**src/hdl/word_frequency_table_unit_macros.svh**
```systemverilog
// assertion macros for the word frequency table unit
`ifndef WORD_FREQUENCY_TABLE_UNIT_MACROS_SVH
`define WORD_FREQUENCY_TABLE_UNIT_MACROS_SVH
`ifndef ASSERT_OFF
`define WFT_ASSERT(lbl, clk, rst, prop) \
   lbl: assert property (@(posedge clk) disable iff (rst) prop) \
      else $error("wft assertion failed");
`define WFT_ASSERT_NEVER(lbl, clk, rst, cond) \
   lbl: assert property (@(posedge clk) disable iff (rst) !(cond)) \
      else $error("wft forbidden condition");
`else
`define WFT_ASSERT(lbl, clk, rst, prop)
`define WFT_ASSERT_NEVER(lbl, clk, rst, cond)
`endif
`endif

```
**src/hdl/wft_pkg.sv**
```systemverilog
// types, codes and defaults shared by the word frequency table unit
package wft_pkg;
   localparam int TableEntriesDefault = 128;
   localparam int MaxWordCharsDefault = 19;
   localparam int CountBitsDefault    = 16;

   localparam logic       OP_TEXT = 1'b0;
   localparam logic       OP_READ = 1'b1;
   localparam logic       KIND_WORD = 1'b0;
   localparam logic       KIND_READ = 1'b1;
   localparam logic [1:0] ST_MATCH  = 2'd0;
   localparam logic [1:0] ST_NEW    = 2'd1;
   localparam logic [1:0] ST_FULL   = 2'd2;
   localparam logic [1:0] ST_UNUSED = 2'd3;
   localparam logic [7:0] CH_SPACE   = 8'd32;
   localparam logic [7:0] CH_NEWLINE = 8'd10;

   typedef struct packed {
      logic       opcode;
      logic [7:0] char_in;
      logic [6:0] entry_sel;
      logic [4:0] char_pos;
   } req_type;

   typedef struct packed {
      logic        result_kind;
      logic [6:0]  entry_index;
      logic [15:0] word_count;
      logic [1:0]  status;
      logic [7:0]  char_out;
      logic [4:0]  word_length;
      logic        truncated;
      logic [7:0]  entries_used;
   } rsp_type;
endpackage

```
**src/hdl/wft_req_if.sv**
```systemverilog
// request channel of the word frequency table unit
interface wft_req_if;
   import wft_pkg::*;
   logic    valid;
   logic    ready;
   req_type payload;
   modport source (output valid, output payload, input ready);
   modport sink (input valid, input payload, output ready);
endinterface

```
**src/hdl/wft_front.sv**
```systemverilog
// front part: takes text bytes, builds words, queues lookups and reads
module wft_front #(
   parameter int MAX_WORD_CHARS = 19
) (
   input  logic clock,
   input  logic reset,
   wft_req_if.sink req_chan,
   output logic push_valid,
   input  logic push_ready,
   output logic [MAX_WORD_CHARS*8+$clog2(MAX_WORD_CHARS+1)+13:0] push_data
);
   import wft_pkg::*;

   localparam int LW = $clog2(MAX_WORD_CHARS + 1);
   localparam int W8 = MAX_WORD_CHARS * 8;

   logic [W8-1:0] word_ff, word_in;
   logic [LW-1:0] len_ff, len_in;
   logic          trunc_ff, trunc_in;
   logic          is_sep, accept;
   req_type       req;

   assign req        = req_chan.payload;
   assign is_sep     = (req.opcode == OP_TEXT) &&
                       (req.char_in == CH_SPACE || req.char_in == CH_NEWLINE);
   assign push_valid = req_chan.valid &&
                       (req.opcode == OP_READ || (is_sep && len_ff != '0));
   assign req_chan.ready = push_ready;
   assign accept     = req_chan.valid && push_ready;
   assign push_data  = {req.opcode, req.entry_sel, req.char_pos, trunc_ff, len_ff, word_ff};

   always_comb begin
      word_in  = word_ff;
      len_in   = len_ff;
      trunc_in = trunc_ff;
      if (accept && req.opcode == OP_TEXT) begin
         if (is_sep) begin
            len_in   = '0;
            trunc_in = 1'b0;
         end else if (32'(len_ff) < MAX_WORD_CHARS) begin
            for (int i = 0; i < MAX_WORD_CHARS; i++) begin
               if (32'(len_ff) == i) begin
                  word_in[i*8 +: 8] = req.char_in;
               end
            end
            len_in = len_ff + 1'b1;
         end else begin
            trunc_in = 1'b1;
         end
      end
   end

   always_ff @(posedge clock) begin
      if (reset) begin
         len_ff   <= '0;
         trunc_ff <= 1'b0;
      end else begin
         len_ff   <= len_in;
         trunc_ff <= trunc_in;
      end
   end

   always_ff @(posedge clock) begin
      word_ff <= word_in;
   end
endmodule

```
**src/flat_wrapper.sv**
```systemverilog
// flat-port wrapper written by rule: the top's interface ports become plain ports
module wft_front_flat import wft_pkg::*;
#(
   parameter int MAX_WORD_CHARS = 19
)
  (clock, reset, push_valid, push_ready, push_data, req_chan_valid, req_chan_payload, req_chan_ready);
  wft_req_if req_chan_i ();
  input  logic clock;
  input  logic reset;
  output logic push_valid;
  input  logic push_ready;
  output logic [MAX_WORD_CHARS*8+$clog2(MAX_WORD_CHARS+1)+13:0] push_data;
  input wire logic [$bits(req_chan_i.valid)-1:0] req_chan_valid;
  input wire logic [$bits(req_chan_i.payload)-1:0] req_chan_payload;
  output wire logic [$bits(req_chan_i.ready)-1:0] req_chan_ready;
  assign req_chan_i.valid = req_chan_valid;
  assign req_chan_i.payload = req_chan_payload;
  assign req_chan_ready = req_chan_i.ready;
  wft_front #(.MAX_WORD_CHARS(MAX_WORD_CHARS)) u_core (.clock(clock), .reset(reset), .req_chan(req_chan_i), .push_valid(push_valid), .push_ready(push_ready), .push_data(push_data));
endmodule
```
**config.mk**
```make
export PLATFORM = sky130hd
export DESIGN_NAME = wft_front_flat
export DESIGN_NICKNAME = d
export VERILOG_FILES = /design/src/hdl/word_frequency_table_unit_macros.svh /design/src/hdl/wft_pkg.sv /design/src/hdl/wft_req_if.sv /design/src/hdl/wft_front.sv /design/src/flat_wrapper.sv
export SDC_FILE = /design/constraint.sdc
export NUM_CORES = 1
export LEC_CHECK = 0
export ABC_AREA = 1
export BUFFER_PORTS_ARGS = -buffer_cell sky130_fd_sc_hd__buf_2
export CORE_MARGIN = 3
export CORE_UTILIZATION = 38
export DETAILED_ROUTE_END_ITERATION = 10
export GPL_TIMING_DRIVEN = 0
export PLACE_DENSITY_LB_ADDON = 0.1
export REMOVE_ABC_BUFFERS = 1
export SLEW_MARGIN = 20
export SYNTH_ARGS = -nofsm -noshare
export SYNTH_HDL_FRONTEND = slang
export SYNTH_SLANG_ARGS = --single-unit
```
**constraint.sdc**
```tcl
create_clock -name clock -period 2.8 [get_ports clock]
set_input_delay 0 -clock clock [delete_from_list [all_inputs] [get_ports clock]]
set_output_delay 0 -clock clock [all_outputs]
set_load 0.1 [all_outputs]
```
Word level (Yosys, flattened, before mapping)
Index checks and enable logic that the tools add are counted.

storage, ports and cells
  flip-flop bits (word level) = 158
  output and inout port bits = 173
  logic and storage cells = 81

cells by class
  add/subtract/negate cells = 1
  order comparisons = 1
  equality and inequality tests = 21
  multiplexer cells = 4
  bitwise operators = 2
  reductions and logical operators = 31

operators by type and width
  operator             count
  $reduce_and 4->1     19
  $eq 5x4->1 const B   8
  $eq 5x3->1 const B   4
  $eq 5x5->1 const B   3
  $eq 5x2->1 const B   2
  $mux 5               2
  $eq 8x4->1 const B   1
  $eq 8x6->1 const B   1
  $add 5x1->5 const B  1
  $eq 5x1->1 const B   1
  $logic_and 1x1->1    5
  $logic_not 5->1      1
  $lt 5x5->1 const B   1
  $reduce_bool 5->1    1
  $reduce_and 2->1     2
  $logic_or 1x1->1     2
  $mux 1               2
  $ne 2x1->1 const B   1
  $not 1->1            2
  $reduce_bool 2->1    1

Depth between registers and ports, before layout
Gate-level depths: netlist of run 1.

  word-level depth = 6
  gate-level depth with buffers = 8

Least setup slack after synthesis of run 1
Ideal clock, no wire load.

  path type = reg-to-reg
  start point = register u_core.len_ff[3]
  end point = register u_core.word_ff[64] (enable)
  library setup time = 395 ps
  data arrival time = 2412 ps
  required time = 2405 ps
  slack = -6 ps
  cell stages (with the launch flop) = 4
  buffers on the path = 0
  cells stage by stage = dfxtp_1 inv_1 or2_1 nor4_1

between the ends
  cells in the longest elaborated chain, start to end = 2
  elaborated cells between the ends (all ways) = 3

ends and longest elaborated chain
  item                                             line                              text
  start, declared                                  wft_front.sv:18                   logic [LW-1:0] len_ff, len_in;
  start signal, assigned                           wft_front.sv:58                   len_ff <= len_in;
  $lt 5x5->1 / $eq 5x4->1 (equally long branches)  wft_front.sv:40, wft_front.sv:42
  $reduce_and 4->1 (no line) (*)                   --
  end signal, assigned                             wft_front.sv:64                   word_ff <= word_in;
  end, declared                                    wft_front.sv:17                   logic [W8-1:0] word_ff, word_in;

Every way passes the cells marked *; elsewhere a longest branch is shown, timed or not.
A chain may end at the register's enable or synchronous reset.

Worst setup path after layout of run 1
  start point = input port req_chan_payload[20]
  end point = register u_core.word_ff[30] (enable)

between the ends
  cells in the longest elaborated chain, start to end = 4
  elaborated cells between the ends (all ways) = 5

ends and longest elaborated chain
  item                            line                              text
  start, declared                 flat_wrapper.sv:14                input wire logic [$bits(req_chan_i.payload)-1:0] req_chan_payload;
  $not 1->1 (*)                   wft_front.sv:24, wft_front.sv:36
  $logic_and 1x1->1               wft_front.sv:24                   assign is_sep = (req.opcode == OP_TEXT) &&
  $not 1->1 (no line)             --
  $reduce_and 4->1 (no line) (*)  --

Marks and branches as above.

==> results of run 1 <==
[flip-flops by register name (all words and copies together) (netlist names)]
signal,count
u_core.len_ff,5
u_core.trunc_ff,1
u_core.word_ff,152
[where the power goes]
group | switching [uW] | leakage, uW | total [uW] | internal [uW]
clock | 850 | 0.000251 | 2050 | 1200
sequential | 2.83 | 0.00142 | 2600 | 2590
combinational | 122 | 0.000950 | 142 | 20.1
total | 975 | 0.00262 | 4790 | 3820
[final cells by class]
type / count / area, um2 / area share
Clock inverter: 13 / 100 / 0.0144
Timing Repair Buffer: 183 / 931 / 0.134
Multi-Input combinational cell: 80 / 549 / 0.0790
Tap cell: 176 / 220 / 0.0317
Inverter: 9 / 33.8 / 0.00486
Sequential cell: 158 / 4680 / 0.674
Clock buffer: 19 / 433 / 0.0623
[metal layers]
layer  routed length (um)  part of all wire  track usage  vias up
met3                  835             0.070       0.0656       14
met2                 5870              0.49        0.246      130
met4                  192             0.016       0.0658        0
met1                 5080              0.42        0.201     1449
li1                     -                 -            -     1360
met5                    0                 0            0        -
[worst register-to-register path: cells and delay by family (launching register included)]
| family | cells | cell delay (ns) |
|---|---|---|
| buffers and inverters | 1 | 0.10 |
| DFF | 1 | 0.42 |
| and+or+nand+nor | 6 | 1.20 |
[Yosys cell counts]
| cell type | instances |
|---|---|
| dfxtp_1 | 6 |
| nor2_4 | 2 |
| nor2_1 | 15 |
| o21a_1 | 1 |
| nand2_2 | 3 |
| or2_2 | 1 |
| a21oi_1 | 5 |
| nand3b_1 | 1 |
| ha_1 | 5 |
| edfxtp_1 | 152 |
| inv_1 | 8 |
| nand2_4 | 2 |
| nor3_1 | 1 |
| nand3_1 | 11 |
| buf_4 | 17 |
| buf_6 | 2 |
| nand2_1 | 14 |
| xor2_1 | 2 |
| nor4_1 | 12 |
| inv_2 | 1 |
| or2_1 | 1 |
| nand4_1 | 3 |
| o211a_1 | 1 |
[through the flow]
stage	power (uW)	area, um2
2_1_floorplan	2710	5190
3_3_place_gp	2780	6270
3_5_place_dp	2790	6390
4_1_cts	4850	6950
5_1_grt	4970	6950
6_report	4790	6950
[kinds of logic (layout without fill, tap and decap cells)]
kind of cell	Yosys count	in the layout	share of synthesized area
buffers and inverters	28	224	0.0345
flip-flops	158	158	0.878
AND/OR/NAND/NOR	66	66	0.0649
adder cells (fa/ha/maj)	5	5	0.0117
AO/OA/AOI/OAI	7	7	0.00797
XOR/XNOR	2	2	0.00328
[how the worst max path moves through the flow]
stage | from | to | slack [ns] | cells after the start
final | req_chan_payload[20] | u_core.word_ff[30] | 0.62 | 7
after global routing | req_chan_payload[20] | u_core.word_ff[61] | 0.39 | 7
after CTS | req_chan_payload[20] | u_core.word_ff[30] | 0.62 | 7
after detailed placement | req_chan_payload[13] | u_core.word_ff[114] | 0.64 | 7
after global placement | req_chan_payload[13] | u_core.word_ff[7] | 0.04 | 7
after floorplan | u_core.len_ff[3] | u_core.word_ff[64] | -0.008 | 3
[repair_timing]
item | CTS | global route
hold endpoints to repair | 6 | 0
buffers inserted | 0 | 0
hold buffers | 3 | 0
==> impl_metrics.json, run 1 <==
{
  "status": "finished, final reports clean",
  "worst-endpoint-arrival_ns": 2.24,
  "drcViolationCount": 0,
  "avgSynthCellArea_um2": 20.1,
  "hold_ws_ns": 0.000741,
  "synth.area.top_cells": "edfxtp_1 86%, buf_4 2.4%, dfxtp_1 2.3%",
  "rsz0062_at_grt": "no",
  "vias_per_cell": 4.63,
  "grt_overflow": 0,
  "r2r-start": "u_core.len_ff[2]",
  "critPathMaxFanout": 14,
  "ios": 198,
  "r2r-end": "u_core.word_ff[142]",
  "drt-total-wl_um": 12000,
  "fin_crit_ns": 2.18,
  "cp_slowest_cell": "nor3_2",
  "grt_pass1_wl_um": 18200,
  "drive_above_1_share": 0.496,
  "track_usage": 0.160,
  "synth.distinct_cells": 23,
  "setup-tns-final_ns": 0,
  "r2r_slack_ns": 0.72,
  "fin_worst_skew_ns": 0.00904,
  "path_buf_inv": 3,
  "layout.nets": 479,
  "mappedNetlistArea_mm2": 0.00534,
  "final_cell_mix": "180 x buf_2, 152 x edfxtp_1, 17 x clkbuf_16, 15 x nor2_1, 14 x nand2_1",
  "max_slew_margin": 0.411,
  "cpPeakStageDelay_ns": 0.62,
  "finalSetupViolCount": 0,
  "clockBufferDepth": 2,
  "cts_root_buffer": "clkbuf_16",
  "die_area_mm2": 0.0155,
  "cts-buffers-inserted": 17,
  "finalCritPeriodShare": 0.780,
  "drv_cap": 0,
  "worst_r2r_path_depth": 7,
  "holdPathEnd": "push_data[158]",
  "ir_drop_uv": 321,
  "cts.htree.levels": 4,
  "start_util": 0.395,
  "hold_viol_final": 0,
  "die_x_um": 125,
  "grt_pass1_vias": 3008,
  "final_cells": 638,
  "fillCellCount": 1166,
  "die_h_um": 125,
  "min_from": "req_chan_payload[0]",
  "clock.fmax_mhz": 458,
  "dr.pass1.iters": 4,
  "diodes": 0,
  "hold_depth": 0,
  "yosys_warnings": 0,
  "dr_total_vias": 2953,
  "p_leak_uw": 0.00262,
  "maxSlewViolCount": 0,
  "place_inst": 603,
  "path_cells": "dlygate4sd3_1 > buf_2 > nor2_4 > inv_1 > nor2_1 > nand4_1 > nor3_2",
  "grt_antenna_before_repair": 0,
  "cp-start-kind": "input pin",
  "synth_top_cell_area_share": 0.855,
  "routedWlPerCell_um": 18.8,
  "synth_cells": 266,
  "final_common_cell": "buf_2",
  "ant_nets": 0,
  "cts_tree": "built",
  "finish.utilization": 0.515,
  "ys_ff_latch": 158,
  "worstPathRequired_ns": 2.85,
  "hpwl_um": 7800,
  "placementRows": 42,
  "clock_latency_ns": 0.42,
  "drt_iter0_drc": 173,
  "dpl_worst_slack_ns": 0.643,
  "coreArea_mm2": 0.0135,
  "critPathCaptureType": "flop",
  "crit_family": "simple AND/OR/NAND/NOR gates",
  "hp-class": "input pin to output port",
  "p_per_area_mw_per_mm2": 689,
  "yosysSeqAreaShare": 0.878,
  "gp_congestion": 0.794,
  "path_clk_slew_ns": 0.06,
  "grt_max_degree": 22,
  "finalWorstSetupSlack_ns": 0.617,
  "synth_top_area_cell": "edfxtp_1",
  "critical_path_class": "input pin to flop",
  "io_buffers": 173,
  "cts.sink_count": 158,
  "tightest_slew_ns": 0.876,
  "area_growth_pct": 30.2,
  "ctsResizeCount": 0
}
Power figures use the tool's default switching activity.
==> run 2, diff against run 1 <==
clock period = 1.8 ns   (was 2.8 ns; I/O delays follow)
==> run 2 against run 1 <==
  * Register-to-register slack lost 0.64 ns
  * Total power grew 56%
  * Largest cell class unchanged
  * Global-route usage grew 0.065 points
  * Setup slack lost 0.54 ns
  * Non-clock buffer count grew 9
  * Cell count grew 1.4%
  * Clock power grew 56%
  * Combinational power grew 70%
  * Largest power group unchanged
  * First-iteration DRC count grew 14%
  * Worst hold slack is the same
  * Critical path depth shrank 3
==> impl_metrics.json, run 2 (same netlist as run 1, synthesis figures left out) <==
{
  "grt_pass1_vias": 3011,
  "worstPathRequired_ns": 1.85,
  "cts-buffers-inserted": 17,
  "maxSlewViolCount": 0,
  "finalWorstSetupSlack_ns": 0.0804,
  "final_cells": 647,
  "path_cells": "inv_2 > ha_1 > nand2_1 > nor4_4",
  "reg_top3": "u_core.word_ff: 152 flops, u_core.len_ff: 5 flops, u_core.trunc_ff: 1 flops",
  "hp-class": "input pin to output port",
  "hold_viol_final": 0,
  "routedWlPerCell_um": 18.7,
  "clock_latency_ns": 0.42,
  "multi_input_area_um2": 716,
  "cell_internal_pwr_uw": 5950,
  "hpwl_um": 7800,
  "grt_pass1_wl_um": 18300,
  "grt_overflow": 0,
  "layout.nets": 488,
  "cts.htree.levels": 4,
  "placementRows": 42,
  "clkPwrFrac": 0.428,
  "cp_slowest_cell": "nor4_4",
  "vias_per_cell": 4.63,
  "start_util": 0.395,
  "p_total_uw": 7470,
  "grt_antenna_before_repair": 0,
  "dpl_worst_slack_ns": -0.357,
  "die_area_mm2": 0.0155,
  "io_buffers": 173,
  "cpPeakStageDelay_ns": 0.54,
  "fin_crit_ns": 1.72,
  "rsz0062_at_grt": "yes",
  "gp_congestion": 0.794,
  "final_cell_mix": "174 x buf_2, 152 x edfxtp_1, 17 x clkbuf_16, 13 x nand2_1, 11 x nor4_4",
  "finish.utilization": 0.537,
  "drt_iter0_drc": 197,
  "die_h_um": 125,
  "critPathCaptureType": "flop",
  "ant_nets": 0,
  "status": "finished, final reports clean",
  "path_clk_slew_ns": 0.06,
  "drcViolationCount": 0,
  "dr.pass1.iters": 4,
  "crit_family": "simple AND/OR/NAND/NOR gates",
  "ir_drop_uv": 497,
  "grt_max_degree": 22,
  "largest_reg_flops": 152,
  "die_x_um": 125,
  "drive_above_1_share": 0.539,
  "combinationalPowerShare": 0.032,
  "fillCellCount": 1150,
  "diodes": 0,
  "clock.fmax_mhz": 582,
  "cts.sink_count": 158,
  "finalCritPeriodShare": 0.955,
  "finalSetupViolCount": 0,
  "seqPwrFrac": 0.540,
  "regMostFlops": "u_core.word_ff",
  "cp-start-kind": "flop",
  "cts_tree": "built",
  "track_usage": 0.160,
  "critPathMaxFanout": 8,
  "coreArea_mm2": 0.0135,
  "critical_path_class": "flop to flop",
  "p_per_area_mw_per_mm2": 1030,
  "fin_worst_skew_ns": 0.00839,
  "final-seq-area_mm2": 0.00470,
  "p_sw_uw": 1530,
  "max_slew_margin": 0.317,
  "place_inst": 603,
  "area_growth_pct": 35.8,
  "clockBufferDepth": 2,
  "drv_cap": 0,
  "cts_root_buffer": "clkbuf_16",
  "drt-total-wl_um": 12100,
  "path_buf_inv": 1,
  "worst-endpoint-arrival_ns": 1.77,
  "switching_share": 0.205,
  "final_common_cell": "buf_2",
  "dr_total_vias": 2998,
  "hold_ws_ns": 0.000741,
  "ios": 198,
  "p_leak_uw": 0.00267,
  "tightest_slew_ns": 1.02
}
-- run 2: changes by cell type in the layout (fill, tap and decap cells not counted), moves of 3 or more --
cell / previous run / this run
buf_2: 180 / 174
buf_4: 0 / 10
buf_6: 0 / 3
dfxtp_1: 6 / 1
dfxtp_4: 0 / 3
nor2_1: 15 / 9
nor2_4: 2 / 8
nor4_2: 12 / 1
nor4_4: 0 / 11
-- run 2: area by class of cell --
| type | instances | share of cell area |
|---|---|---|
| inverter | 9 | 0.00466 |
| timing repair buffer | 192 | 0.144 |
| clock inverter | 13 | 0.0138 |
| multi-input combinational | 80 | 0.0987 |
| clock buffer | 19 | 0.0597 |
| tap | 176 | 0.0304 |
| sequential | 158 | 0.648 |
-- run 2: per-stage QoR --
step	area, um2	setup TNS, ns
after CTS	7010	-7.32
after detailed placement	6390	-33.89
final	7250	0
after global placement	6270	-92.15
after global routing	7250	-0.0159
after floorplan	5190	-117.57
-- run 2: path summary, 6_finish.rpt --
path	startpoint	slack, ns	to	depth (start not counted)
worst max-delay path	u_core.len_ff[0]	0.08	u_core.word_ff[116]	4
worst min-delay path	req_chan_payload[0]	0.0007	push_data[158]	0
worst max register to register	u_core.len_ff[0]	0.08	u_core.word_ff[116]	4
worst min register to register	u_core.trunc_ff	0.51	u_core.trunc_ff	1
-- run 2: power groups by stage --
| stage | clock (uW) | sequential [uW] | combinational, uW |
|---|---|---|---|
| after floorplan | 0 | 4170 | 37.5 |
| after global placement | 0 | 4120 | 214 |
| after detailed placement | 0 | 4120 | 222 |
| after CTS | 3280 | 4040 | 233 |
| after global routing | 3460 | 4040 | 259 |
| final | 3200 | 4040 | 241 |
-- run 2: timing repair --
item | in CTS | in global routing
hold endpoints to repair | 6 | 0
gates resized for setup | 18 | 35
pin swaps | 2 | 14
buffers inserted | 0 | 10
hold buffers | 2 | 0
setup endpoints to repair | 134 | 146
-- run 2: layer usage --
layer  up-vias  share of wire  global-route usage  wire [um]
met4         0          0.015              0.0658        179
met2       132           0.49               0.247       5970
met1      1472           0.42               0.201       5100
met3        11          0.069              0.0656        836
met5         -              0                   0          0
li1       1383              -                   -          -
-- run 2: worst reg2reg max path, stage by stage, from the launching register on --
cell and delay (ns):
dfxtp_4 0.37, inv_2 0.08, ha_1 0.17, nand2_1 0.20, nor4_4 0.54
