==> src/hdl/word_frequency_table_unit_macros.svh <==
// assertion macros for the word frequency table unit
`ifndef WORD_FREQUENCY_TABLE_UNIT_MACROS_SVH
`define WORD_FREQUENCY_TABLE_UNIT_MACROS_SVH
`ifndef ASSERT_OFF
`define WFT_ASSERT(lbl, clk, rst, prop) \
   lbl: assert property (@(posedge clk) disable iff (rst) prop) \
      else $error("wft assertion failed");
`define WFT_ASSERT_NEVER(lbl, clk, rst, cond) \
   lbl: assert property (@(posedge clk) disable iff (rst) !(cond)) \
      else $error("wft forbidden condition");
`else
`define WFT_ASSERT(lbl, clk, rst, prop)
`define WFT_ASSERT_NEVER(lbl, clk, rst, cond)
`endif
`endif

==> src/hdl/wft_fifo.sv <==
// two-entry command queue between the front and back parts
module wft_fifo #(
   parameter int WIDTH = 8
) (
   input  logic             clock,
   input  logic             reset,
   input  logic             push_valid,
   output logic             push_ready,
   input  logic [WIDTH-1:0] push_data,
   output logic             pop_valid,
   input  logic             pop_ready,
   output logic [WIDTH-1:0] pop_data
);
   logic [WIDTH-1:0] mem_ff [2];
   logic             wr_ptr_ff, wr_ptr_in;
   logic             rd_ptr_ff, rd_ptr_in;
   logic [1:0]       cnt_ff, cnt_in;
   logic             push, pop;

   assign push_ready = (cnt_ff != 2'd2);
   assign pop_valid  = (cnt_ff != 2'd0);
   assign pop_data   = mem_ff[rd_ptr_ff];
   assign push       = push_valid && push_ready;
   assign pop        = pop_valid && pop_ready;

   always_comb begin
      wr_ptr_in = push ? ~wr_ptr_ff : wr_ptr_ff;
      rd_ptr_in = pop ? ~rd_ptr_ff : rd_ptr_ff;
      cnt_in    = cnt_ff + {1'b0, push} - {1'b0, pop};
   end

   always_ff @(posedge clock) begin
      if (reset) begin
         wr_ptr_ff <= 1'b0;
         rd_ptr_ff <= 1'b0;
         cnt_ff    <= 2'd0;
      end else begin
         wr_ptr_ff <= wr_ptr_in;
         rd_ptr_ff <= rd_ptr_in;
         cnt_ff    <= cnt_in;
      end
   end

   always_ff @(posedge clock) begin
      if (push) begin
         mem_ff[wr_ptr_ff] <= push_data;
      end
   end
endmodule

==> config.mk <==
export PLATFORM = sky130hd
export DESIGN_NAME = wft_fifo
export DESIGN_NICKNAME = d
export VERILOG_FILES = /design/src/hdl/word_frequency_table_unit_macros.svh /design/src/hdl/wft_fifo.sv
export SDC_FILE = /design/constraint.sdc
export NUM_CORES = 1
export LEC_CHECK = 0
export BUFFER_PORTS_ARGS = -buffer_cell sky130_fd_sc_hd__buf_2
export CORE_MARGIN = 1.5
export CORE_UTILIZATION = 49
export CTS_CLUSTER_DIAMETER = 150
export DETAILED_ROUTE_END_ITERATION = 10
export PLACE_DENSITY = 0.75
export SETUP_SLACK_MARGIN = 0.05
export SYNTH_ARGS = -nofsm -noshare
export SYNTH_HDL_FRONTEND = slang
export SYNTH_SLANG_ARGS = --single-unit
==> constraint.sdc <==
create_clock -name clock -period 2.3 [get_ports clock]
set_clock_uncertainty 0.15 [all_clocks]
set_input_delay 0.23 -clock clock [delete_from_list [all_inputs] [get_ports clock]]
set_output_delay 0.23 -clock clock [all_outputs]
set_load 0.005 [all_outputs]
* Yosys cells after proc, flatten, opt, wreduce, memory -nomap -nowiden
Memories as Yosys holds them, arrays and structs flattened. A register that Yosys moved wholly into a read port is not among the register bits. Cells that the tools add are included.
Word-level totals: flip-flop bits (word level) 4, bits in latches 0, bits in writable memories 16, memory bits (read-only) 0, bits of input ports 12, output and inout bits 10, word-level logic and storage cells 16, memories 1
Operators by class: $add $sub $neg 2, $mul 0, divide/modulo/power cells 0, magnitude comparators 0, equal/unequal tests 1, shift-type cells 0, mux-type cells 4, bitwise operators 2, reductions and logical operators 3
Memories:
- mem_ff | words 2, width 8, read ports 1, clocked after memory_dff 1, write ports 1, RTL line wft_fifo.sv:14 | logic [WIDTH-1:0] mem_ff [2];
Operators by type and width (number):
- $mux 1 | 4
- $add 2x1->2 | 1
- $logic_and 1x1->1 | 2
- $ne 2x2->1 const B | 1
- $not 1->1 | 2
- $reduce_bool 2->1 | 1
- $sub 2x1->2 | 1

* Logic depth before layout (Yosys ltp)
Gate-level depths: netlist (run 1).
depth after elaboration 4, gate-level depth with buffers 8, gate-level depth less buffers 8

* Least setup slack after synthesis (run 1)
Ideal clock, no wire load.
path kind register to register, start register cnt_ff[1], end register cnt_ff[1], setup time 0.115 ns, arrival 1.346 ns, data required time 2.035 ns, path slack 0.690 ns, cell stages (with the launch flop) 8, period minus slack after synthesis 1.610 ns, cell sequence dfxtp_1 -> o21a_2 -> ha_1 -> inv_1 -> ha_1 -> xor2_1 -> xnor2_1 -> nor2_1
On the way: elaborated cells between the ends (all ways) 6, those cells by class add/sub (2); eq/ne (1); reduce/logical (3)
RTL lines:
- from (decl) | RTL line wft_fifo.sv:17 | logic [1:0] cnt_ff, cnt_in;
- from (signal assigned) | RTL line wft_fifo.sv:40 | cnt_ff <= cnt_in;
- $reduce_bool 2->1 | RTL line wft_fifo.sv:21 | assign pop_valid = (cnt_ff != 2'd0);
- $logic_and 1x1->1 | RTL line wft_fifo.sv:24 | assign pop = pop_valid && pop_ready;
- via pop | RTL line wft_fifo.sv:18 | logic push, pop;
- $sub 2x1->2 | RTL line wft_fifo.sv:29 | cnt_in = cnt_ff + {1'b0, push} - {1'b0, pop};
The timed path passes the listed nets, and every way through them passes these cells. A chain may end at the register's enable or synchronous reset.

* Final worst setup path (run 1)
start register cnt_ff[0], end register cnt_ff[1]
On the way: longest elaborated chain between the ends 4, elaborated cells between the ends (all ways) 6, those cells by class add/sub (2); eq/ne (1); reduce/logical (3)
Ends and longest elaborated chain:
- $ne 2x2->1 | RTL line wft_fifo.sv:20 | assign push_ready = (cnt_ff != 2'd2);
- $logic_and 1x1->1 | RTL line wft_fifo.sv:23 | assign push = push_valid && push_ready;
- $add 2x1->2 | RTL line wft_fifo.sv:29
- $sub 2x1->2 * | RTL line wft_fifo.sv:29
Every way passes the cells marked *; elsewhere a longest branch is shown, timed or not.

==> flow_summary_export.csv, run 1 <==
group,metric,value,unit
setup_path,crit_chain,"nand2b_2, nand2_2, ha_1, inv_1, ha_1, xor2_1, xnor2_1, nor2_1",
detailed_routing,first_pass_iters,2,
die,io_pins,22,
detailed_routing,vias,487,
setup_path,regToRegSetupSlack,0.59,ns
sta,setup_tns,0,ns
setup_path,path_max_fanout,4,
finish,final_cell_mix,"buf_2 (21), edfxtp_1 (16), mux2_1 (8), dlygate4sd3_1 (8)",
run,drv_cap,0,
grt,grt_use_total,15.17,%
detailed_routing,drc,0,
sta,setup_viol,0,
clocking,clk_path_buf_depth,2,
grt,grtUsageMet1,16.10,%
sta,max_slew_margin,72.81,%
sta,drv_slew,0,
grt,grt_pass1_vias,527,
synth,synth-seq-cells,21,
setup_path,rr_worst_depth,8,
power_and_ir_drop,total_power,967.9,uW
placement,gp_congestion,0.6381,
sta,min_period_over_period,74.25,%
synth,synth_cell_types,16,
setup_path,crit_path_end_kind,"flop",
grt,grt_overflow,0,
sta,tightest_slew,0.4078,ns
synth,synth_seq_area_share,71.38,%
die,num_rows,14,
grt,met3_usage,2.500,%
setup_path,max_stage_delay,0.38,ns
setup_path,cp.depth,8,
setup_path,timing.rr.start,"cnt_ff[0]",
setup_path,start_kind,"flop",
power_and_ir_drop,p_per_area,924.2,mW/mm^2
finish,final_common_cell,"buf_2",
grt,antenna_found_initial,0,
clocking,clock_latency,0.28,ns
die,die_h,43.74,microns
sta,setup_ws,0.5922,ns
finish,final_area,0.001047,sq mm
setup_path,critical_path_buf_inv_count,1,
die,initial_core_util,53.37,%
die,fp.dieW,43.74,microns
setup_path,critPathSlowestCell,"dfxtp_1",
grt,grt_use_met2,28.53,%
finish,layout-drive-gt1-share,35.37,%
detailed_routing,drtIter0Drc,5,
sta,hold_violations,0,
detailed_routing,routed_wl,1256,microns
synth,ys.warnings.count,0,
placement,io_buffers,21,
hold_path,min_path_type,"in -> reg",
synth,synth_nets,63,
clocking,clock-sinks,21,
sta,min_period,1.708,ns
clocking,htree_levels,1,
setup_path,crit_family,"adder cells",
clocking,cts_buffers,3,
detailed_routing,ant_nets,0,
synth,netlist_instances,49,
synth,syn_area_per_cell,16.60,sq um
placement,placement.cell_area,940.9,sq um
grt,grt_max_degree,12,
setup_path,crit_type,"reg -> reg",
sta,max_freq,0.5856,GHz
setup_path,critPathRequiredTime,2.34,ns
clocking,cts_root_buf,"clkbuf_4",
setup_path,crit_top_cell,"ha_1",
die,die_area,0.001913,sq mm
setup_path,reg2reg_to,"cnt_ff[1]",
clocking,clkTransAtPathRegs,0.10,ns
grt,busiest_layer,"met2",
hold_path,min_from,"reset",
power_and_ir_drop,p_leak,0.4318,nW
setup_path,cp_data_arrival_time,1.75,ns
finish,insertedDiodeCount,0,
detailed_routing,via_per_inst,4.969,
synth,syn_area,813.3,sq um
hold_path,holdPathStages,2,
grt,grt_pass1_wl,2056,microns
placement,dpl_worst_slack,0.6107,ns
clocking,cts_resized,0,
finish,area_delta_synth_final,28.77,%
die,fp.coreArea,0.001524,sq mm
clocking,cts_tree,"done",
sta,rsz0062_at_grt,"false",
power_and_ir_drop,max-vdd-ir-drop,0.0006248,V
outcome,status,"finished clean",
hold_path,whs_endpoint,"cnt_ff[1]",
finish,fin_nets,97,
placement,hpwl,838.3,microns
finish,final_core_util,68.72,%
detailed_routing,wl_per_cell,12.82,microns
## Yosys cell counts, drive strengths merged
cell	instances	area (sq um)
and3	1	6.260
nor2b	2	12.51
inv	1	3.750
xnor2	2	17.52
o21a	1	8.760
buf	1	5.000
mux2	9	105.1
xor2	1	8.760
dfxtp	5	100.1
nand2b	1	8.760
ha	2	25.02
or2	1	6.260
nor2	5	18.77
edfxtp	16	480.5
nand2	1	6.260
## layout make-up
cell class / count / area [sq um]
flip-flops and latches: 21 / 580.6
fillers: 125 / 476.7
multi-input cells: 26 / 224.0
repair buffers: 30 / 192.7
clock buffers: 4 / 26.28
well taps: 16 / 20.02
inverters: 1 / 3.754
## per-stage QoR
stage                     hold slack [ns]  cells
after detailed placement           0.2716     86
after global routing              0.02879     98
after floorplan                    0.1516     49
after CTS                         0.01241     98
after global placement             0.2689     86
final                             0.01819     98
## how the worst max path moves through the flow
stage / start / to / slack, ns
after CTS: flop / pop_data[4] / 0.55
after detailed placement: cnt_ff[0] / cnt_ff[1] / 0.61
final: cnt_ff[0] / cnt_ff[1] / 0.59
after global placement: cnt_ff[1] / cnt_ff[1] / 0.65
after global routing: cnt_ff[0] / cnt_ff[1] / 0.49
after floorplan: cnt_ff[1] / cnt_ff[1] / 0.69
## layer usage
layer | part of all wire, % | up-vias
met4 | 0.72 | 0
met5 | 0 | -
met2 | 57 | 10
met1 | 39 | 235
met3 | 3.3 | 2
li1 | - | 240
## worst register-to-register path: cells and delay by family (launching register included)
| kind | cells | cell delay, ns |
|---|---|---|
| simple gates | 3 | 0.29 |
| buf+inv | 1 | 0.04 |
| fa+ha+maj | 2 | 0.44 |
| flops | 1 | 0.38 |
| xor+xnor | 2 | 0.31 |
## flip-flops by register name, indices dropped and copies added, names as in the netlist, named ones only
signal / cells
mem_ff: 16
cnt_ff: 2
rd_ptr_ff: 1
wr_ptr_ff: 1
## cells by family after synthesis
kind of cell               Yosys count  share of synthesized area [%]
AOI/OAI and AO/OA                    1                          1.077
xor gates and xnor gates             3                          3.231
adders and majority gates            2                          3.076
buffers and inverters                2                          1.076
DFF                                 21                          71.39
muxes                                9                          12.92
and+or+nand+nor                     11                          7.232
## what timing repair did
action	in CTS	in global routing
hold buffers	8	0
hold endpoints to repair	16	0
setup buffers	0	0
## power breakdown
group / switching (mW) / internal (mW) / leakage [nW] / total [mW]
combinational: 0.119 / 0.159 / 0.226 / 0.278
clock: 0.0957 / 0.0673 / 0.0150 / 0.163
sequential: 0.0447 / 0.482 / 0.191 / 0.527
No activity file was read; power rests on OpenSTA's default activity.
==> run 2: changes to the inputs <==
==> constraint.sdc (replaced) <==
create_clock -name clock -period 1.6 [get_ports clock]
set_clock_uncertainty 0.15 [all_clocks]
set_input_delay 0.16 -clock clock [delete_from_list [all_inputs] [get_ports clock]]
set_output_delay 0.16 -clock clock [all_outputs]
set_load 0.005 [all_outputs]
==> run 2 against run 1 <==
Against the previous run:
- the run now ends with setup timing left
- first-iteration DRC count increased by 80%
- final area grew 9.6%
- wire length grew 9.6%
==> flow_summary_export.csv, run 2 (same netlist as run 1, synthesis figures left out) <==
group,metric,value,unit
setup_path,critPathRequiredTime,1.65,ns
finish,fin_nets,101,
clocking,clk_path_buf_depth,2,
finish,final_area,0.001147,sq mm
placement,gp_congestion,0.6630,
finish,area_delta_synth_final,41.08,%
detailed_routing,drc,0,
detailed_routing,dr_wl_met3,55,microns
finish,layout-drive-gt1-share,47.67,%
clocking,cts_tree,"done",
grt,grt_max_degree,12,
run,drv_cap,0,
grt,grt_pass1_vias,555,
detailed_routing,wl_per_cell,13.49,microns
setup_path,cp_data_arrival_time,1.66,ns
sta,min_period_over_period,100.6,%
power_and_ir_drop,p_leak,0.4630,nW
die,fp.dieW,43.74,microns
grt,grt_pass1_wl,2283,microns
power_and_ir_drop,total_power,1.568,mW
finish,seq_area,591.8,sq um
outcome,violations,"setup timing",
power_and_ir_drop,power_frac_clock,15.8,%
die,die_area,0.001913,sq mm
sta,tightest_slew,0.3812,ns
detailed_routing,wl_met2,759,microns
finish,regMostFlops,"mem_ff",
finish,multi_input_area,280.3,sq um
detailed_routing,routed_wl,1376,microns
clocking,htree_levels,1,
detailed_routing,routed.top_layer,"met3",
power_and_ir_drop,p_int,1.126,mW
placement,placement.cell_area,982.2,sq um
detailed_routing,vias,492,
sta,drv_slew,0,
finish,insertedDiodeCount,0,
power_and_ir_drop,power_switching,441.9,uW
placement,dp.cells,87,
die,num_rows,14,
power_and_ir_drop,p_per_area,1367,mW/mm^2
sta,hold_slack,0.1833,ns
sta,max_freq,0.6211,GHz
setup_path,path_max_fanout,4,
detailed_routing,drtIter0Drc,9,
placement,io_buffers,21,
setup_path,crit_type,"reg -> reg",
die,initial_core_util,53.37,%
placement,hpwl,873.8,microns
setup_path,crit_path_end_kind,"flop",
power_and_ir_drop,p_sw_share,28.18,%
finish,reg_top3,"mem_ff (16), cnt_ff (2)",
outcome,status,"finished with violations",
detailed_routing,drt-met1-wl,561,microns
detailed_routing,first_pass_iters,4,
power_and_ir_drop,max-vdd-ir-drop,0.001030,V
grt,grt_use_total,17.24,%
finish,fill_cells,101,
hold_path,min_path_type,"in -> reg",
clocking,clock_latency,0.30,ns
sta,hold_violations,0,
die,io_pins,22,
power_and_ir_drop,p_seq_share,50.3,%
finish,final_cell_mix,"buf_2 (21), edfxtp_1 (16), dlygate4sd3_1 (9), mux2_1 (6), nor2_1 (5)",
die,fp.coreArea,0.001524,sq mm
detailed_routing,via_per_inst,4.824,
finish,final_common_cell,"buf_2",
die,die_h,43.74,microns
sta,rsz0062_at_grt,"true",
finish,final_core_util,75.29,%
finish,largest_reg_flops,16,
clocking,cts_buffers,3,
clocking,clock-sinks,21,
grt,grt_overflow,0,
clocking,cts_root_buf,"clkbuf_4",
finish,final_cell_count_no_fill,102,
setup_path,start_kind,"flop",
sta,setup_viol,1,
sta,min_period,1.610,ns
power_and_ir_drop,combPwrFrac,33.9,%
detailed_routing,ant_nets,0,
grt,antenna_found_initial,0,
clocking,clkTransAtPathRegs,0.11,ns
sta,max_slew_margin,74.59,%
sta,setup_ws,-0.01004,ns
run 2: power groups by stage:
stage	Clock, mW	Combinational (mW)	Sequential [mW]
after global routing	0.282	0.587	0.802
after global placement	0	0.419	0.780
after detailed placement	0	0.433	0.785
after CTS	0.256	0.505	0.777
final	0.247	0.532	0.789
after floorplan	0	0.307	0.750
run 2: critical path: stages, from the launching register on:
cell and delay (ns):
dfxtp_4 0.39, o21a_4 0.21, ha_4 0.26, inv_2 0.04, ha_4 0.15, xor2_2 0.14, xnor2_1 0.13, nor2_1 0.05
run 2: metrics by stage:
step / setup TNS, ns / worst slack [ns]
after floorplan: 0 / 0.03716
after global placement: 0 / 0.02198
after detailed placement: -0.01358 / -0.01358
after CTS: 0 / 0.0007239
after global routing: -0.09802 / -0.09802
final: -0.01004 / -0.01004
run 2: final timing paths:
| path | startpoint | endpoint | slack [ns] | cells after the start |
|---|---|---|---|---|
| hold / removal | push_valid | wr_ptr_ff | 0.18 | 4 |
| setup / recovery | cnt_ff[1] | cnt_ff[1] | -0.01 | 7 |
| setup reg to reg | cnt_ff[1] | cnt_ff[1] | -0.01 | 7 |
| hold reg to reg | rd_ptr_ff | flop | 0.39 | 2 |
run 2: layer usage:
layer  up-vias  global-route usage [%]
met5         -                       0
met3         0                   3.750
met1       224                   18.23
met4         0                   9.091
li1        252                       -
met2        16                   31.47
run 2: timing repair:
action	in CTS	in global routing
resized for setup	4	5
buffers inserted	2	0
endpoints found under the setup margin	9	9
pin swaps	2	0
hold buffers	8	1
endpoints found under the hold margin	20	4
run 2: final cells by class:
type	instances	area share [%]
Clock buffer	4	2.290
Inverter	1	0.3272
Multi-Input combinational cell	26	24.43
Sequential cell	21	51.58
Tap cell	16	1.745
Timing Repair Buffer	34	19.63
==> run 3: changes to the inputs <==
==> constraint.sdc (replaced) <==
create_clock -name clock -period 1.6 [get_ports clock]
set_clock_uncertainty 0.15 [all_clocks]
set_input_delay 0.16 -clock clock [delete_from_list [all_inputs] [get_ports clock]]
set_output_delay 0.16 -clock clock [all_outputs]
set_load 0.05 [all_outputs]
==> run 3 against run 2 <==
Against the previous run:
- the flow still finishes with violations (setup timing)
- global-route usage rose by 2.1 points
- critical path type unchanged
- sequential cell count is the same
- hold slack worse by 0.022 ns
- combinational power up 94%
==> flow_summary_export.csv, run 3 (same netlist as run 1, synthesis figures left out) <==
group,metric,value,unit
sta,max_slew_margin,72.81,%
die,die_h,43.74,microns
clocking,clk_path_buf_depth,2,
die,fp.dieW,43.74,microns
clocking,cts_root_buf,"clkbuf_4",
setup_path,timing.rr.start,"cnt_ff[1]",
finish,final_cell_mix,"edfxtp_1 (16), buf_2 (13), mux2_4 (9), dlygate4sd3_1 (9), buf_8 (7)",
sta,max_freq,0.6152,GHz
power_and_ir_drop,combPwrFrac,49.5,%
setup_path,reg2reg_to,"cnt_ff[1]",
hold_path,holdPathStages,4,
setup_path,crit_path_end_kind,"flop",
placement,dpl_worst_slack,-0.03680,ns
sta,min_period,1.626,ns
sta,drv_slew,0,
power_and_ir_drop,p_int,1.295,mW
grt,grt_overflow,0,
setup_path,rr_worst_depth,7,
sta,hold_slack,0.1613,ns
detailed_routing,first_pass_iters,4,
power_and_ir_drop,power_frac_clock,12.3,%
detailed_routing,wl_per_cell,15.42,microns
detailed_routing,drc,0,
finish,reg_top3,"mem_ff (16), cnt_ff (2)",
power_and_ir_drop,p_sw_share,38.04,%
detailed_routing,drtIter0Drc,12,
sta,tightest_slew,0.4079,ns
hold_path,min_from,"push_valid",
setup_path,cp_data_arrival_time,1.71,ns
power_and_ir_drop,p_leak,0.5213,nW
setup_path,path_max_fanout,4,
finish,final_common_cell,"edfxtp_1",
die,fp.coreArea,0.001524,sq mm
power_and_ir_drop,p_per_area,1659,mW/mm^2
grt,met3_usage,3.750,%
die,io_pins,22,
placement,io_buffers,21,
detailed_routing,ant_nets,0,
hold_path,whs_endpoint,"wr_ptr_ff",
sta,setup_viol,1,
placement,hpwl,905.4,microns
sta,min_period_over_period,101.6,%
grt,busiest_layer,"met2",
placement,gp_congestion,0.7761,
finish,area_delta_synth_final,54.92,%
clocking,htree_levels,1,
setup_path,start_kind,"flop",
detailed_routing,routed_wl,1604,microns
finish,largest_reg_flops,16,
outcome,status,"finished with violations",
finish,layout-drive-gt1-share,56.82,%
detailed_routing,vias,509,
outcome,violations,"setup timing",
clocking,cts_buffers,3,
grt,grt_pass1_wl,2484,microns
clocking,cts_tree,"done",
grt,grt_max_degree,13,
clocking,clock-sinks,21,
sta,setup_tns,-0.02561,ns
die,die_area,0.001913,sq mm
setup_path,critPathRequiredTime,1.69,ns
hold_path,min_path_type,"in -> reg",
setup_path,regToRegSetupSlack,-0.03,ns
finish,final_cell_count_no_fill,104,
power_and_ir_drop,max-vdd-ir-drop,0.001134,V
grt,antenna_found_initial,0,
grt,grt_use_met2,31.18,%
detailed_routing,via_per_inst,4.894,
clocking,clock_latency,0.31,ns
grt,grt_use_total,19.33,%
die,initial_core_util,53.37,%
sta,rsz0062_at_grt,"true",
finish,fin_nets,103,
sta,hold_violations,0,
run,drv_cap,0,
power_and_ir_drop,power_switching,795.3,uW
die,num_rows,14,
finish,insertedDiodeCount,0,
grt,grt_pass1_vias,530,
finish,regMostFlops,"mem_ff",
power_and_ir_drop,p_seq_share,38.2,%
placement,dp.cells,89,
grt,grtUsageMet1,25.21,%
sta,setup_ws,-0.02561,ns
setup_path,crit_type,"reg -> reg",
clocking,clkTransAtPathRegs,0.12,ns
-- run 3: cell count changes in the layout (fill, tap and decap cells not counted), moves of 2 or more --
cell | before | now
buf_8 | 0 | 7
mux2_1 | 6 | 0
buf_4 | 4 | 6
mux2_4 | 3 | 9
buf_2 | 21 | 13
-- run 3: worst max path at each step --
stage,depth (start not counted),to,slack [ns],from
finish,7,cnt_ff[1],-0.03,cnt_ff[1]
detailed placement,7,cnt_ff[1],-0.04,cnt_ff[1]
global route,7,cnt_ff[1],-0.09,cnt_ff[1]
floorplan,8,cnt_ff[1],-0.08,cnt_ff[0]
CTS,7,cnt_ff[1],-0.04,cnt_ff[1]
global placement,7,cnt_ff[1],-0.004,cnt_ff[1]
-- run 3: final cells by class --
cell class / count / area, sq um
multi-input combinational: 26 / 302.8
fill: 86 / 264.0
inverter: 1 / 3.754
sequential: 21 / 589.3
clock buffer: 3 / 22.52
timing repair buffer: 36 / 316.6
clock inverter: 1 / 5.005
tap: 16 / 20.02
-- run 3: repair_timing --
item / CTS / global route
endpoints found under the setup margin: 9 / 9
resized for setup: 31 / 9
setup buffers: 2 / 0
hold buffers: 8 / 1
cloned: 0 / 0
pin swaps: 1 / 0
hold endpoints to repair: 20 / 4
-- run 3: per-stage QoR --
stage          area, sq um  power, mW  utilization [%]
2_1_floorplan        839.6      1.341                -
3_3_place_gp         989.7      1.507            64.94
3_5_place_dp         989.7      1.529            64.94
4_1_cts               1216      2.019            79.80
5_1_grt               1260      2.179            82.68
6_report              1260      2.091            82.68
-- run 3: metal layers --
metal	share of wire (%)	wire (microns)
met1	43	687
met2	51	818
met3	4.7	75
met4	1.4	23
met5	0	0
-- run 3: worst max-delay path, stage by stage, from the launching register on --
cell and delay (ns):
dfxtp_4 0.38, o21a_4 0.22, ha_4 0.26, inv_2 0.04, ha_4 0.15, xor2_2 0.14, xnor2_1 0.12, nor2_1 0.11
-- run 3: power by group through the flow --
| stage | clock network (mW) | registers (mW) | logic (mW) |
|---|---|---|---|
| after CTS | 0.258 | 0.793 | 0.968 |
| after detailed placement | 0 | 0.780 | 0.749 |
| after global placement | 0 | 0.772 | 0.735 |
| after global routing | 0.278 | 0.811 | 1.09 |
| final | 0.258 | 0.798 | 1.03 |
| after floorplan | 0 | 0.744 | 0.597 |
